===== src/rtl/core/hsvrgb_pkg.sv =====
// Shared constants and the hue sector type for the HSV to RGB converter.
package hsvrgb_pkg;

	localparam int CHANNEL_BITS_DEF  = 8;
	localparam int HUE_FRAC_BITS_DEF = 6;
	localparam int HUE_BITS          = 16;
	localparam int HUE_MAG_BITS      = HUE_BITS - 1;

	// 60-degree sectors, named by which channel gets chroma and which gets X
	typedef enum logic [2:0] {
		SEC_RG = 3'd0,
		SEC_GR = 3'd1,
		SEC_GB = 3'd2,
		SEC_BG = 3'd3,
		SEC_BR = 3'd4,
		SEC_RB = 3'd5
	} sector_t;

endpackage


===== src/rtl/core/hsvrgb_hue.sv =====
// Hue reduction pipeline: wraps hue to one turn, then splits it into sector and fraction.
module hsvrgb_hue #(
	parameter int HUE_FRAC_BITS = hsvrgb_pkg::HUE_FRAC_BITS_DEF,
	parameter int FRAC_W        = $clog2((60 << HUE_FRAC_BITS) + 1)
) (
	input  logic                                 clk,
	input  logic [hsvrgb_pkg::HUE_MAG_BITS-1:0] hue_mag,
	output hsvrgb_pkg::sector_t                  sector_s3,
	output logic [FRAC_W-1:0]                    frac_s3
);
	import hsvrgb_pkg::*;

	localparam int SECTOR = 60 << HUE_FRAC_BITS;
	localparam int TURN   = 6 * SECTOR;
	localparam int TL     = $clog2(TURN);
	localparam int TSH    = HUE_MAG_BITS + TL;
	localparam logic [63:0] TK = ((64'd1 << TSH) + 64'(TURN) - 64'd1) / 64'(TURN);
	localparam int TKW    = $clog2(TK + 64'd1);
	localparam int TPW    = HUE_MAG_BITS + TKW;

	logic [HUE_MAG_BITS-1:0] h_s1;
	logic [TPW-1:0]          tp_s1;
	logic [HUE_MAG_BITS-1:0] turns;
	logic [31:0]             turn_span;
	logic [HUE_MAG_BITS-1:0] hp_s2;
	sector_t                 sec_c;
	logic [31:0]             rem_c;
	logic [31:0]             frac_c;

	// Stage 1: reciprocal multiply for the number of whole turns
	always_ff @(posedge clk) begin
		h_s1  <= hue_mag;
		tp_s1 <= TPW'(hue_mag) * TPW'(TK[TKW-1:0]);
	end

	// Stage 2: remove whole turns
	assign turns     = HUE_MAG_BITS'(tp_s1 >> TSH);
	assign turn_span = 32'(turns) * 32'(TURN);

	always_ff @(posedge clk) begin
		hp_s2 <= h_s1 - turn_span[HUE_MAG_BITS-1:0];
	end

	// Stage 3: pick the highest sector boundary not above the wrapped hue
	always_comb begin
		sec_c = SEC_RG;
		rem_c = 32'(hp_s2);
		for (int k = 1; k < 6; k++) begin
			if (32'(hp_s2) >= 32'(k * SECTOR)) begin
				sec_c = sector_t'(3'(k));
				rem_c = 32'(hp_s2) - 32'(k * SECTOR);
			end
		end
		frac_c = sec_c[0] ? (32'(SECTOR) - rem_c) : rem_c;
	end

	always_ff @(posedge clk) begin
		sector_s3 <= sec_c;
		frac_s3   <= FRAC_W'(frac_c);
	end

endmodule


===== src/rtl/core/hsv_to_rgb_core.sv =====
// HSV to RGB pixel converter, top level.
// Takes one pixel per clock whenever start is high; busy is always low since the
// pipeline never stalls. Each result is shown with done high for a single cycle.
// The six register stages are: V times S and the turn-count multiply, chroma
// divide and hue wrap, sector split, X multiply, X reciprocal divide, channel
// mux and add. The receiver cannot hold results off.
// A negative hue gives gray at V - C.
module hsv_to_rgb_core #(
	parameter int CHANNEL_BITS  = hsvrgb_pkg::CHANNEL_BITS_DEF,
	parameter int HUE_FRAC_BITS = hsvrgb_pkg::HUE_FRAC_BITS_DEF
) (
	input  logic                                     clk,
	input  logic                                     arst_n,
	input  logic                                     start,
	output logic                                     busy,
	input  logic signed [hsvrgb_pkg::HUE_BITS-1:0]   hue,
	input  logic [CHANNEL_BITS-1:0]                  saturation,
	input  logic [CHANNEL_BITS-1:0]                  value,
	output logic                                     done,
	output logic [CHANNEL_BITS-1:0]                  red,
	output logic [CHANNEL_BITS-1:0]                  green,
	output logic [CHANNEL_BITS-1:0]                  blue
);
	import hsvrgb_pkg::*;

	localparam int N       = CHANNEL_BITS;
	localparam int SECTOR  = 60 << HUE_FRAC_BITS;
	localparam int FRAC_W  = $clog2(SECTOR + 1);
	localparam int SHIFT_A = HUE_FRAC_BITS + 2;
	localparam int YW      = N + 4;
	localparam int DSH     = YW + 4;
	localparam logic [63:0] DK = ((64'd1 << DSH) + 64'd14) / 64'd15;
	localparam int DKW     = $clog2(DK + 64'd1);
	localparam int DPW     = YW + DKW;
	localparam int XPW     = N + FRAC_W;

	logic vld_s1, vld_s2, vld_s3, vld_s4, vld_s5, vld_s6;

	logic [2*N-1:0] p_s1;
	logic [N-1:0]   v_s1;
	logic           neg_s1;

	logic [2*N:0]   chroma_sum;
	logic [N-1:0]   c_s2, m_s2;
	logic           neg_s2;

	logic [N-1:0]   c_s3, m_s3;
	logic           neg_s3;
	sector_t        sector_s3;
	logic [FRAC_W-1:0] frac_s3;

	logic [XPW-1:0] xprod;
	logic [YW-1:0]  y_s4;
	logic [N-1:0]   c_s4, m_s4;
	logic           neg_s4;
	sector_t        sector_s4;

	logic [DPW-1:0] dp_s5;
	logic [N-1:0]   c_s5, m_s5;
	logic           neg_s5;
	sector_t        sector_s5;

	logic [N-1:0]   x_c, r_c, g_c, b_c;
	logic [N-1:0]   red_s6, green_s6, blue_s6;

	assign busy = 1'b0;

	// Valid bits advance with the data
	always_ff @(posedge clk or negedge arst_n) begin
		if (!arst_n) begin
			vld_s1 <= 1'b0;
			vld_s2 <= 1'b0;
			vld_s3 <= 1'b0;
			vld_s4 <= 1'b0;
			vld_s5 <= 1'b0;
			vld_s6 <= 1'b0;
		end else begin
			vld_s1 <= start && !busy;
			vld_s2 <= vld_s1;
			vld_s3 <= vld_s2;
			vld_s4 <= vld_s3;
			vld_s5 <= vld_s4;
			vld_s6 <= vld_s5;
		end
	end

	hsvrgb_hue #(
		.HUE_FRAC_BITS (HUE_FRAC_BITS),
		.FRAC_W        (FRAC_W)
	) u_hue (
		.clk       (clk),
		.hue_mag   (hue[HUE_MAG_BITS-1:0]),
		.sector_s3 (sector_s3),
		.frac_s3   (frac_s3)
	);

	// Stage 1: V * S
	always_ff @(posedge clk) begin
		p_s1   <= (2*N)'(saturation) * (2*N)'(value);
		v_s1   <= value;
		neg_s1 <= hue[HUE_BITS-1];
	end

	// Stage 2: exact divide by all-ones: (p + (p >> N) + 1) >> N
	assign chroma_sum = (2*N+1)'(p_s1) + (2*N+1)'(p_s1 >> N) + (2*N+1)'(1);

	always_ff @(posedge clk) begin
		c_s2   <= chroma_sum[2*N-1:N];
		m_s2   <= v_s1 - chroma_sum[2*N-1:N];
		neg_s2 <= neg_s1;
	end

	// Stage 3: wait for the hue split
	always_ff @(posedge clk) begin
		c_s3   <= c_s2;
		m_s3   <= m_s2;
		neg_s3 <= neg_s2;
	end

	// Stage 4: C * f, drop the power-of-two part of the sector size
	assign xprod = XPW'(c_s3) * XPW'(frac_s3);

	always_ff @(posedge clk) begin
		y_s4      <= YW'(xprod >> SHIFT_A);
		c_s4      <= c_s3;
		m_s4      <= m_s3;
		neg_s4    <= neg_s3;
		sector_s4 <= sector_s3;
	end

	// Stage 5: reciprocal multiply for the divide by 15
	always_ff @(posedge clk) begin
		dp_s5     <= DPW'(y_s4) * DPW'(DK[DKW-1:0]);
		c_s5      <= c_s4;
		m_s5      <= m_s4;
		neg_s5    <= neg_s4;
		sector_s5 <= sector_s4;
	end

	// Stage 6: place C and X, add M
	assign x_c = N'(dp_s5 >> DSH);

	always_comb begin
		r_c = '0;
		g_c = '0;
		b_c = '0;
		if (!neg_s5) begin
			case (sector_s5)
				SEC_RG: begin r_c = c_s5; g_c = x_c; end
				SEC_GR: begin r_c = x_c; g_c = c_s5; end
				SEC_GB: begin g_c = c_s5; b_c = x_c; end
				SEC_BG: begin g_c = x_c; b_c = c_s5; end
				SEC_BR: begin r_c = x_c; b_c = c_s5; end
				default: begin r_c = c_s5; b_c = x_c; end
			endcase
		end
	end

	always_ff @(posedge clk) begin
		red_s6   <= r_c + m_s5;
		green_s6 <= g_c + m_s5;
		blue_s6  <= b_c + m_s5;
	end

	assign done  = vld_s6;
	assign red   = red_s6;
	assign green = green_s6;
	assign blue  = blue_s6;

	a_latency: assert property (@(posedge clk) disable iff (!arst_n)
		start |-> ##6 done)
		else $error("result strobe missing six cycles after transfer");

	a_gray_neg: assert property (@(posedge clk) disable iff (!arst_n)
		(start && hue[HUE_BITS-1]) |-> ##6 (red == green && green == blue))
		else $error("negative hue did not give gray");

	a_zero_sat: assert property (@(posedge clk) disable iff (!arst_n)
		(start && saturation == '0) |-> ##6
		(red == $past(value, 6) && green == $past(value, 6) && blue == $past(value, 6)))
		else $error("zero saturation did not give value on all channels");

	a_max_is_v: assert property (@(posedge clk) disable iff (!arst_n)
		(start && !hue[HUE_BITS-1]) |-> ##6
		(red == $past(value, 6) || green == $past(value, 6) || blue == $past(value, 6)))
		else $error("no channel carries the value");

endmodule


===== config.mk =====
export PLATFORM = sky130hd
export DESIGN_NAME = hsv_to_rgb_core
export DESIGN_NICKNAME = d
export VERILOG_FILES = /design/src/rtl/core/hsvrgb_pkg.sv /design/src/rtl/core/hsvrgb_hue.sv /design/src/rtl/core/hsv_to_rgb_core.sv
export SDC_FILE = /design/constraint.sdc
export NUM_CORES = 1
export LEC_CHECK = 0
export BUFFER_PORTS_ARGS = -buffer_cell sky130_fd_sc_hd__buf_4
export CORE_AREA = 2 2 201 203
export DETAILED_ROUTE_END_ITERATION = 7
export DIE_AREA = 0 0 203 205
export SETUP_SLACK_MARGIN = 0.3
export SYNTH_ARGS = -nofsm -noshare
export SYNTH_HDL_FRONTEND = slang
export SYNTH_SLANG_ARGS = --single-unit

===== constraint.sdc =====
create_clock -name clk -period 6.4 [get_ports clk]
set_input_delay 0.32 -clock clk [delete_from_list [all_inputs] [get_ports clk]]
set_output_delay 0.32 -clock clk [all_outputs]
set_load 0.05 [all_outputs]

==> flow_metrics.env, run 1 <==
export IMPL_numCtsBuffers=17
export IMPL_synthArstFlopShare_pct=3.077
export IMPL_hp_class="input pin to register"
export IMPL_setup_tns_ps=0
export IMPL_n_antenna_cell=0
export IMPL_highest_layer="met4"
export IMPL_num_rows=73
export IMPL_cts_resized=0
export IMPL_core_area_um2=39370
export IMPL_syn_nets=2042
export IMPL_synth_simple_area_share_pct=9.896
export IMPL_crit_slowest_cell="dfxtp_1"
export IMPL_die_height_um=205
export IMPL_first_pass_iters=7
export IMPL_post_drt_wl_per_cell_um=13.46
export IMPL_hpwl_mm=24.20
export IMPL_cp_end_kind="register"
export IMPL_syn_area_per_cell_um2=9.943
export IMPL_dr_wl_met3_um=693
export IMPL_cts_tree="built"
export IMPL_drc=0
export IMPL_clock_latency_ps=440
export IMPL_root_buffer="clkbuf_16"
export IMPL_critPathMaxStageDelay_ps=560
export IMPL_netlist_area_um2=15550
export IMPL_wl_met1_mm=13.81
export IMPL_route_met2_wl_mm=14.25
export IMPL_startpoint_type="register"
export IMPL_yosys_warnings=0
export IMPL_gp_congestion=0.8716
export IMPL_final_common_cell="inv_1"
export IMPL_fp_dieW_um=203
export IMPL_synthXorXnorAreaFrac_pct=5.238
export IMPL_hold_violations=0
export IMPL_maxSlewHeadroom_pct=43.07
export IMPL_io_buffer_count=59
export IMPL_fillers=3777
export IMPL_path_max_fanout=13
export IMPL_slew_violations=0
export IMPL_fmax_mhz=193.7
export IMPL_clkSlewWorstSetupHoldPaths_ps=80
export IMPL_grt_use_total_pct=14.68
export IMPL_clockBufferDepth=2
export IMPL_skew_ps=10.09
export IMPL_grt_pass1_vias=10620
export IMPL_status="complete, no violations"
export IMPL_setup_worst_path_class="register to register"
export IMPL_layout_setup_ws_ps=1237
export IMPL_mostFrequentLayoutCells="inv_1 (295), ha_1 (290), dfxtp_1 (189), fa_1 (153), nand2_1 (119)"
export IMPL_rsz0062_at_grt="false"
export IMPL_synth_top_family_by_area="adder cells"
export IMPL_drt_antenna_violating_nets=0
export IMPL_layout_drive_gt1_share_pct=6.601
export IMPL_worstPathRequired_ps=6770
export IMPL_multiInputGateArea_um2=10420
export IMPL_die_area_um2=41620
export IMPL_cap_viol_max_count=0
export IMPL_place_ws_ps=1202
export IMPL_period_share_pct=80.66
export IMPL_synth_top_flop_cell="dfxtp_1"
export IMPL_h_tree_depth=4
export IMPL_tightest_slew_ps=852.2
export IMPL_synth_fa_ha_area_share_pct=43.03
export IMPL_grt_ovfl_total=0
export IMPL_crit_arrival_ps=5530
export IMPL_areaGrowthSynthToFinish_pct=10.73
export IMPL_finalWirelength_mm=29.08
export IMPL_grt_antenna_before_repair=0
export IMPL_postSynthCellCount=1564
export IMPL_crit_path_cell_trace="nand2_1, fa_1, fa_1, inv_1, fa_1, inv_1, fa_1, inv_1, ha_1, a2111oi_0, o21ai_0, a31oi_1, a311oi_1, a211oi_1, o21bai_1, a21oi_1, xnor2_1"
export IMPL_cp_common_cell="fa_1"
export IMPL_grt_max_degree=22
export IMPL_synth_compound_area_share_pct=8.166
export IMPL_num_vias=10260
export IMPL_synthMuxAreaShare_pct=0.6597
export IMPL_start_util_pct=39.50
export IMPL_post_cts_buffers=0
export IMPL_seq_area_um2=3934
export IMPL_cts_sinks=195
export IMPL_synth_ff_latch_count=195
export IMPL_setup_viol=0
export IMPL_grt_first_pass_wirelength_mm=49.87
export IMPL_fin_nets=2101
export IMPL_viasPerCell=4.748
export IMPL_ys_types=67
export IMPL_period_minus_slack_ps=5163
export IMPL_synth_seq_area_share_pct=25.30
export IMPL_synth_edf_count=0
export IMPL_io_pins=61
export IMPL_drtIter0Drc=390
## synthesized netlist by cell type, drive strengths merged (8+ instances only)
cell / count / share of area, %
xor2: 25 / 1.4
clkbuf: 16 / 0.39
mux2i: 8 / 0.51
o21bai: 11 / 0.53
ha: 290 / 23
a21oi: 74 / 2.4
a21o: 27 / 1.3
inv: 295 / 7.1
fa: 153 / 20
dfxtp: 189 / 24
and2: 83 / 3.3
nor2b: 9 / 0.36
nor2: 51 / 1.2
nand3: 12 / 0.39
nand2: 119 / 2.9
o21ai: 21 / 0.75
xnor2: 68 / 3.8
nor3: 8 / 0.26
## final cells by class
| cell class | instances | share of cell area (%) |
|---|---|---|
| multi-input cells | 1052 | 60.52 |
| flip-flops and latches | 195 | 22.84 |
| inverters | 295 | 6.430 |
| well taps | 525 | 3.815 |
| repair buffers | 62 | 2.746 |
| clock buffers | 17 | 2.470 |
| clock inverters | 15 | 1.177 |
## kinds of logic (layout without fill, tap and decap cells)
logic type / after synthesis / after routing
buf+inv: 317 / 389
simple gates: 314 / 314
mux: 10 / 10
xor+xnor: 93 / 93
other cells: 1 / 1
compound gates: 191 / 191
flops: 195 / 195
fa+ha+maj: 443 / 443
## registers in the layout, summed over array words and instances (netlist names), 3 cells and up
signal           cells
dp_s5                8
m_s2                 8
m_s3                 8
c_s3                 8
green                8
u_hue.hp_s2         15
v_s1                 8
u_hue.sector_s3      3
c_s5                 8
c_s2                 8
c_s4                 8
y_s4                12
p_s1                16
sector_s4            3
u_hue.frac_s3       12
sector_s5            3
red                  8
u_hue.h_s1          15
blue                 8
m_s4                 8
m_s5                 8
## routing by layer
layer | global-route usage (%) | vias to the layer above
met1 | 18.88 | 4958
met3 | 2.243 | 26
met2 | 25.84 | 133
met5 | 0 | -
li1 | - | 5144
met4 | 3.493 | 0
## worst paths after layout
| kind | startpoint | endpoint | slack (ps) | depth (start not counted) |
|---|---|---|---|---|
| setup / recovery | c_s3[7]$_DFF_P_ | y_s4[11]$_DFF_P_ | 1240 | 17 |
| min in group asynchronous | arst_n | done$_DFF_PN0_ | 210 | 2 |
| setup reg to reg | c_s3[7]$_DFF_P_ | y_s4[11]$_DFF_P_ | 1240 | 17 |
| hold / removal | hue[1] | u_hue.h_s1[1]$_DFF_P_ | 30 | 1 |
| max in group asynchronous | arst_n | vld_s1$_DFF_PN0_ | 6080 | 2 |
| hold reg to reg | m_s2[1]$_DFF_P_ | m_s3[1]$_DFF_P_ | 330 | 0 |
## stage by stage
stage          area (um^2)  cells  utilization, %  hold slack [ps]
4_1_cts              17220   2161           43.74            2.023
2_1_floorplan        15550   1564               -            24.41
5_1_grt              17220   2161           43.74            9.001
3_5_place_dp         16560   2126           42.07            130.8
3_3_place_gp         16560   2126           42.07            126.2
6_report             17220   2161           43.74            27.78
## worst max-delay path: cells and delay by family, from the launching register on
| family | cells | cell delay [ps] |
|---|---|---|
| AO/OA/AOI/OAI | 7 | 1790 |
| adder cells (fa/ha/maj) | 5 | 2330 |
| flip-flops | 1 | 560 |
| XOR/XNOR | 1 | 140 |
| AND/OR/NAND/NOR | 1 | 140 |
| buffers and inverters | 3 | 150 |
## what timing repair did
action,in CTS,in global routing
endpoints found under the setup margin,0,0
hold endpoints to repair,8,0
hold buffers,3,0
Power of run 1 is not shown: default switching activity piles up to over one toggle a cycle in this logic, so the estimate is an artifact.
==> run 2: changes to the inputs <==
==> constraint.sdc (replaced) <==
create_clock -name clk -period 4.7 [get_ports clk]
set_input_delay 0.235 -clock clk [delete_from_list [all_inputs] [get_ports clk]]
set_output_delay 0.235 -clock clk [all_outputs]
set_load 0.05 [all_outputs]
==> run 2 against run 1 <==
- final cell count is 2.5% higher
- clock-buffer cell count stayed put
- die area stayed put
- final area is 4.1% higher
- critical endpoint is now y_s4[10]$_DFF_P_
- highest routed layer unchanged
==> flow_metrics.env, run 2 (synthesis results as in run 1) <==
export IMPL_status="complete, no violations"
export IMPL_fp_dieW_um=203
export IMPL_crit_arrival_ps=4760
export IMPL_n_antenna_cell=0
export IMPL_grt_antenna_before_repair=0
export IMPL_fillers=3673
export IMPL_areaGrowthSynthToFinish_pct=15.26
export IMPL_mostFrequentLayoutCells="inv_1 (291), ha_1 (285), dfxtp_1 (175), fa_1 (152), nand2_1 (117)"
export IMPL_r2r_slack_ps=270
export IMPL_maxSlewHeadroom_pct=43.26
export IMPL_final_cell_area_um2=17920
export IMPL_die_height_um=205
export IMPL_hpwl_mm=24.61
export IMPL_grt_pass1_vias=10860
export IMPL_skew_ps=7.371
export IMPL_clock_latency_ps=440
export IMPL_gp_congestion=0.8494
export IMPL_hold_violations=0
export IMPL_startpoint_type="register"
export IMPL_min_to="u_hue.h_s1[2]$_DFF_P_"
export IMPL_cts_sinks=195
export IMPL_viasPerCell=4.693
export IMPL_path_max_fanout=6
export IMPL_num_rows=73
export IMPL_start_util_pct=39.50
export IMPL_post_drt_wl_per_cell_um=13.41
export IMPL_io_buffer_count=59
export IMPL_postPlaceCellArea_um2=16800
export IMPL_worstPathRequired_ps=5030
export IMPL_tightest_slew_ps=849.4
export IMPL_finalWirelength_mm=29.70
export IMPL_num_vias=10400
export IMPL_top_register="p_s1"
export IMPL_h_tree_depth=4
export IMPL_hold_slack_ps=35.17
export IMPL_startpoint="c_s3[4]$_DFF_P_"
export IMPL_cap_viol_max_count=0
export IMPL_fmax_mhz=225.9
export IMPL_layout_drive_gt1_share_pct=11.18
export IMPL_drt_antenna_violating_nets=0
export IMPL_clkSlewWorstSetupHoldPaths_ps=70
export IMPL_die_area_um2=41620
export IMPL_grt_max_degree=20
export IMPL_period_share_pct=94.19
export IMPL_setup_viol=0
export IMPL_final_common_cell="inv_1"
export IMPL_core_area_um2=39370
export IMPL_numCtsBuffers=17
export IMPL_min_delay_path_depth=2
export IMPL_r2r_end="y_s4[10]$_DFF_P_"
export IMPL_setup_tns_ps=0
export IMPL_io_pins=61
export IMPL_fin_nets=2155
export IMPL_grt_first_pass_wirelength_mm=51.23
export IMPL_hold_path_startpoint="hue[2]"
export IMPL_root_buffer="clkbuf_16"
export IMPL_grt_use_total_pct=15.03
export IMPL_cp_end_kind="register"
export IMPL_drc=0
export IMPL_slew_violations=0
export IMPL_r2r_start="c_s3[4]$_DFF_P_"
export IMPL_setup_worst_path_class="register to register"
export IMPL_cts_tree="built"
export IMPL_grt_ovfl_total=0
export IMPL_clockBufferDepth=2
export IMPL_rsz0062_at_grt="true"
export IMPL_hp_class="input pin to register"
export IMPL_top_regs="p_s1 (16), u_hue.h_s1 (15), u_hue.hp_s2 (15)"
export IMPL_drtIter0Drc=357
export IMPL_first_pass_iters=5
export IMPL_largest_register_ffs=16
export IMPL_period_minus_slack_ps=4427
export IMPL_ff2ff_path_depth=19
[run 2: changes by cell type in the layout (fill, tap and decap cells not counted), moves of 4 or more]
cell           change
buf_4             +35
dlygate4sd3_1     +16
dfxtp_1           -14
dfxtp_2            +8
dfxtp_4            +6
ha_1               -5
ha_4               +5
inv_1              -4
inv_2              +4
[run 2: layer usage]
metal | GRT usage [%] | wire (um)
met5 | 0 | 0
met4 | 3.363 | 284
met3 | 2.148 | 717
met2 | 26.50 | 14750
met1 | 19.50 | 13940
[run 2: worst max-delay path by stage]
stage,to,slack [ps],cells past startpoint
finish,y_s4[10]$_DFF_P_,270,19
global placement,u_hue.tp_s1[30]$_DFF_P_,-90,20
global route,y_s4[10]$_DFF_P_,70,18
floorplan,y_s4[11]$_DFF_P_,260,16
CTS,y_s4[11]$_DFF_P_,310,18
detailed placement,u_hue.tp_s1[30]$_DFF_P_,-110,20
[run 2: timing repair]
item                                    CTS  global route
resized for setup                        18            37
pin swaps                                 6            23
endpoints found under the setup margin    5             8
gates cloned                              0             0
setup buffers                             3             7
hold endpoints to repair                 24             0
hold buffers                             19             0
[run 2: stage by stage]
step           util, %  cells  setup slack [ps]
6_report         45.53   2215             273.0
4_1_cts          45.01   2208             311.2
2_1_floorplan        -   1564             259.2
5_1_grt          45.53   2215             68.46
3_5_place_dp     42.67   2154            -112.9
3_3_place_gp     42.67   2154            -85.60
[run 2: area by class of cell]
cell class	instances	area (um^2)	share of cell area, %
multi-input combinational	1052	10600	59.14
sequential	195	3966	22.13
inverter	295	1107	6.178
tap	525	656.9	3.665
clock buffer	17	425.4	2.373
timing repair buffer	116	929.6	5.186
clock inverter	15	239.0	1.333
[run 2: critical path, stage by stage (launching register included)]
cell and delay, ps:
dfxtp_4 370, buf_6 130, and2_4 150, fa_1 510, inv_2 50, fa_1 490, inv_2 40, fa_1 520
inv_1 50, fa_1 490, inv_2 50, ha_4 160, a2111oi_4 190, o21ai_2 140, a31oi_4 180, a311oi_2 140
a211oi_2 260, o21bai_1 130, buf_4 150, xor2_1 130
Power of run 2 is left out for the same reason.
==> run 3: changes to the inputs <==
--- a/config.mk
+++ b/config.mk
@@ -9,7 +9,7 @@
 export CORE_AREA = 2 2 201 203
 export DETAILED_ROUTE_END_ITERATION = 7
 export DIE_AREA = 0 0 203 205
-export SETUP_SLACK_MARGIN = 0.3
+export SETUP_SLACK_MARGIN = 0.5
 export SYNTH_ARGS = -nofsm -noshare
 export SYNTH_HDL_FRONTEND = slang
 export SYNTH_SLANG_ARGS = --single-unit
==> run 3 against run 2 <==
- first-iteration DRC count up 15%
- non-clock buffer count down 3
- fmax up 0.85%
- highest routed layer unchanged
- clock skew up 6.9 ps
- sequential share of layout area about the same
- critical path type unchanged
- worst setup slack better by 37 ps
- critical path depth down 2
- core utilization up 0.083 points
- sequential cell count unchanged
==> flow_metrics.env, run 3 (synthesis results as in run 1) <==
export IMPL_status="complete, no violations"
export IMPL_path_max_fanout=8
export IMPL_hp_class="input pin to register"
export IMPL_slew_violations=0
export IMPL_startpoint_type="register"
export IMPL_core_area_um2=39370
export IMPL_tightest_slew_ps=856.8
export IMPL_final_cells=2212
export IMPL_top_regs="p_s1 (16), u_hue.h_s1 (15), u_hue.hp_s2 (15)"
export IMPL_rsz0062_at_grt="true"
export IMPL_grt_use_total_pct=15.36
export IMPL_cp_common_cell="fa_1"
export IMPL_clkSlewWorstSetupHoldPaths_ps=80
export IMPL_post_drt_wl_per_cell_um=13.50
export IMPL_num_vias=10390
export IMPL_grt_pass1_vias=10870
export IMPL_layout_drive_gt1_share_pct=11.50
export IMPL_postPlaceCellArea_um2=16790
export IMPL_grt_first_pass_wirelength_mm=52.14
export IMPL_crit_slowest_cell="fa_1"
export IMPL_min_delay_path_depth=2
export IMPL_grt_max_degree=22
export IMPL_r2r_slack_ps=310
export IMPL_io_buffer_count=59
export IMPL_final_common_cell="inv_1"
export IMPL_final_cell_area_um2=17960
export IMPL_areaGrowthSynthToFinish_pct=15.47
export IMPL_maxSlewHeadroom_pct=42.76
export IMPL_cts_sinks=195
export IMPL_first_pass_iters=5
export IMPL_clock_latency_ps=450
export IMPL_period_share_pct=93.40
export IMPL_cp_endpoint="y_s4[11]$_DFF_P_"
export IMPL_mostFrequentLayoutCells="inv_1 (292), ha_1 (278), dfxtp_1 (175), fa_1 (150), nand2_1 (117)"
export IMPL_hpwl_mm=24.56
export IMPL_fin_nets=2152
export IMPL_finalWirelength_mm=29.85
export IMPL_startpoint="c_s3[5]$_DFF_P_"
export IMPL_io_pins=61
export IMPL_top_register="p_s1"
export IMPL_hold_violations=0
export IMPL_placed_cells=2140
export IMPL_r2r_end="y_s4[11]$_DFF_P_"
export IMPL_drt_antenna_violating_nets=0
export IMPL_die_area_um2=41620
export IMPL_critPathTopFamily="adder cells"
export IMPL_crit_arrival_ps=4730
export IMPL_viasPerCell=4.696
export IMPL_drc=0
export IMPL_setup_worst_path_class="register to register"
export IMPL_n_antenna_cell=0
export IMPL_place_ws_ps=-78.65
export IMPL_grt_ovfl_total=0
export IMPL_num_rows=73
export IMPL_period_minus_slack_ps=4390
export IMPL_layout_setup_ws_ps=310.1
export IMPL_largest_register_ffs=16
export IMPL_start_util_pct=39.50
export IMPL_die_height_um=205
export IMPL_setup_viol=0
export IMPL_drtIter0Drc=411
export IMPL_skew_ps=14.32
export IMPL_fillers=3665
export IMPL_clockBufferDepth=2
export IMPL_gp_congestion=0.8582
export IMPL_fp_dieW_um=203
export IMPL_path_buf_inv=3
export IMPL_grt_antenna_before_repair=0
export IMPL_h_tree_depth=4
export IMPL_r2r_start="c_s3[5]$_DFF_P_"
export IMPL_ff2ff_path_depth=17
export IMPL_worstPathRequired_ps=5040
export IMPL_cap_viol_max_count=0
export IMPL_fmax_mhz=227.8
export IMPL_cp_end_kind="register"
export IMPL_cts_tree="built"
export IMPL_crit_cells=17
export IMPL_root_buffer="clkbuf_16"
export IMPL_numCtsBuffers=17
export IMPL_crit_path_cell_trace="buf_6, and2_1, fa_1, fa_1, fa_1, inv_1, fa_1, inv_1, ha_4, nand2_1, nor2_4, a31oi_4, a311oi_2, a211oi_2, o21bai_1, a21oi_1, xnor2_1"
export IMPL_critPathMaxStageDelay_ps=530
## run 3: cell count changes in the layout (fill, tap and decap cells not counted), moves of 3 or more
| cell | change |
|---|---|
| ha_1 | -7 |
| buf_4 | -12 |
| and2_1 | -6 |
| o21ai_1 | +3 |
| dlygate4sd3_1 | +7 |
| and2_4 | +6 |
| inv_6 | -3 |
| ha_2 | +3 |
| ha_4 | +4 |
| bufinv_16 | -4 |
## run 3: layout make-up
cell class	count	area (um^2)	area share [%]
multi-input combinational	1052	10690	59.52
tap	525	656.9	3.658
inverter	295	1107	6.166
clock inverter	15	180.2	1.003
clock buffer	17	425.4	2.369
sequential	195	3966	22.09
timing repair buffer	113	932.1	5.191
## run 3: worst min-delay path by stage
stage / startpoint / endpoint / slack, ps
detailed placement: arst_n / done$_DFF_PN0_ / 40
CTS: saturation[0] / p_s1[0]$_DFF_P_ / 40
global placement: arst_n / vld_s3$_DFF_PN0_ / 40
finish: saturation[0] / p_s1[0]$_DFF_P_ / 60
floorplan: arst_n / done$_DFF_PN0_ / -60
global route: saturation[0] / p_s1[0]$_DFF_P_ / 70
## run 3: layer usage
metal  vias to the layer above  track usage (%)  part of all wire (%)
li1                       5253                -                     -
met1                      4969            20.10                    47
met2                       135            26.31                    48
met3                        30            2.307                   2.7
met4                         0            4.432                   1.7
met5                         -                0                     0
## run 3: repair_timing
| action | CTS | global route |
|---|---|---|
| gates resized for setup | 11 | 46 |
| endpoints found under the setup margin | 7 | 14 |
| hold buffers | 26 | 0 |
| pin swaps | 3 | 23 |
| buffers inserted | 4 | 10 |
| endpoints found under the hold margin | 31 | 0 |
## run 3: stage by stage
step,setup TNS [ps],util (%),hold WS [ps]
after floorplan,0,-,-60.59
after global placement,0,42.66,40.55
after detailed placement,-78.65,42.66,44.34
after CTS,0,44.99,39.84
after global routing,0,45.62,67.54
final,0,45.62,63.76
## run 3: worst reg2reg max path, delay by kind of cell (launching register included)
family / cells / cell delay (ps)
buffers and inverters: 3 / 240
DFF: 1 / 370
adders and majority gates: 5 / 2270
and+or+nand+nor: 3 / 400
AOI/OAI and AO/OA: 5 / 880
xor gates and xnor gates: 1 / 120
Power of run 3 is left out for the same reason.
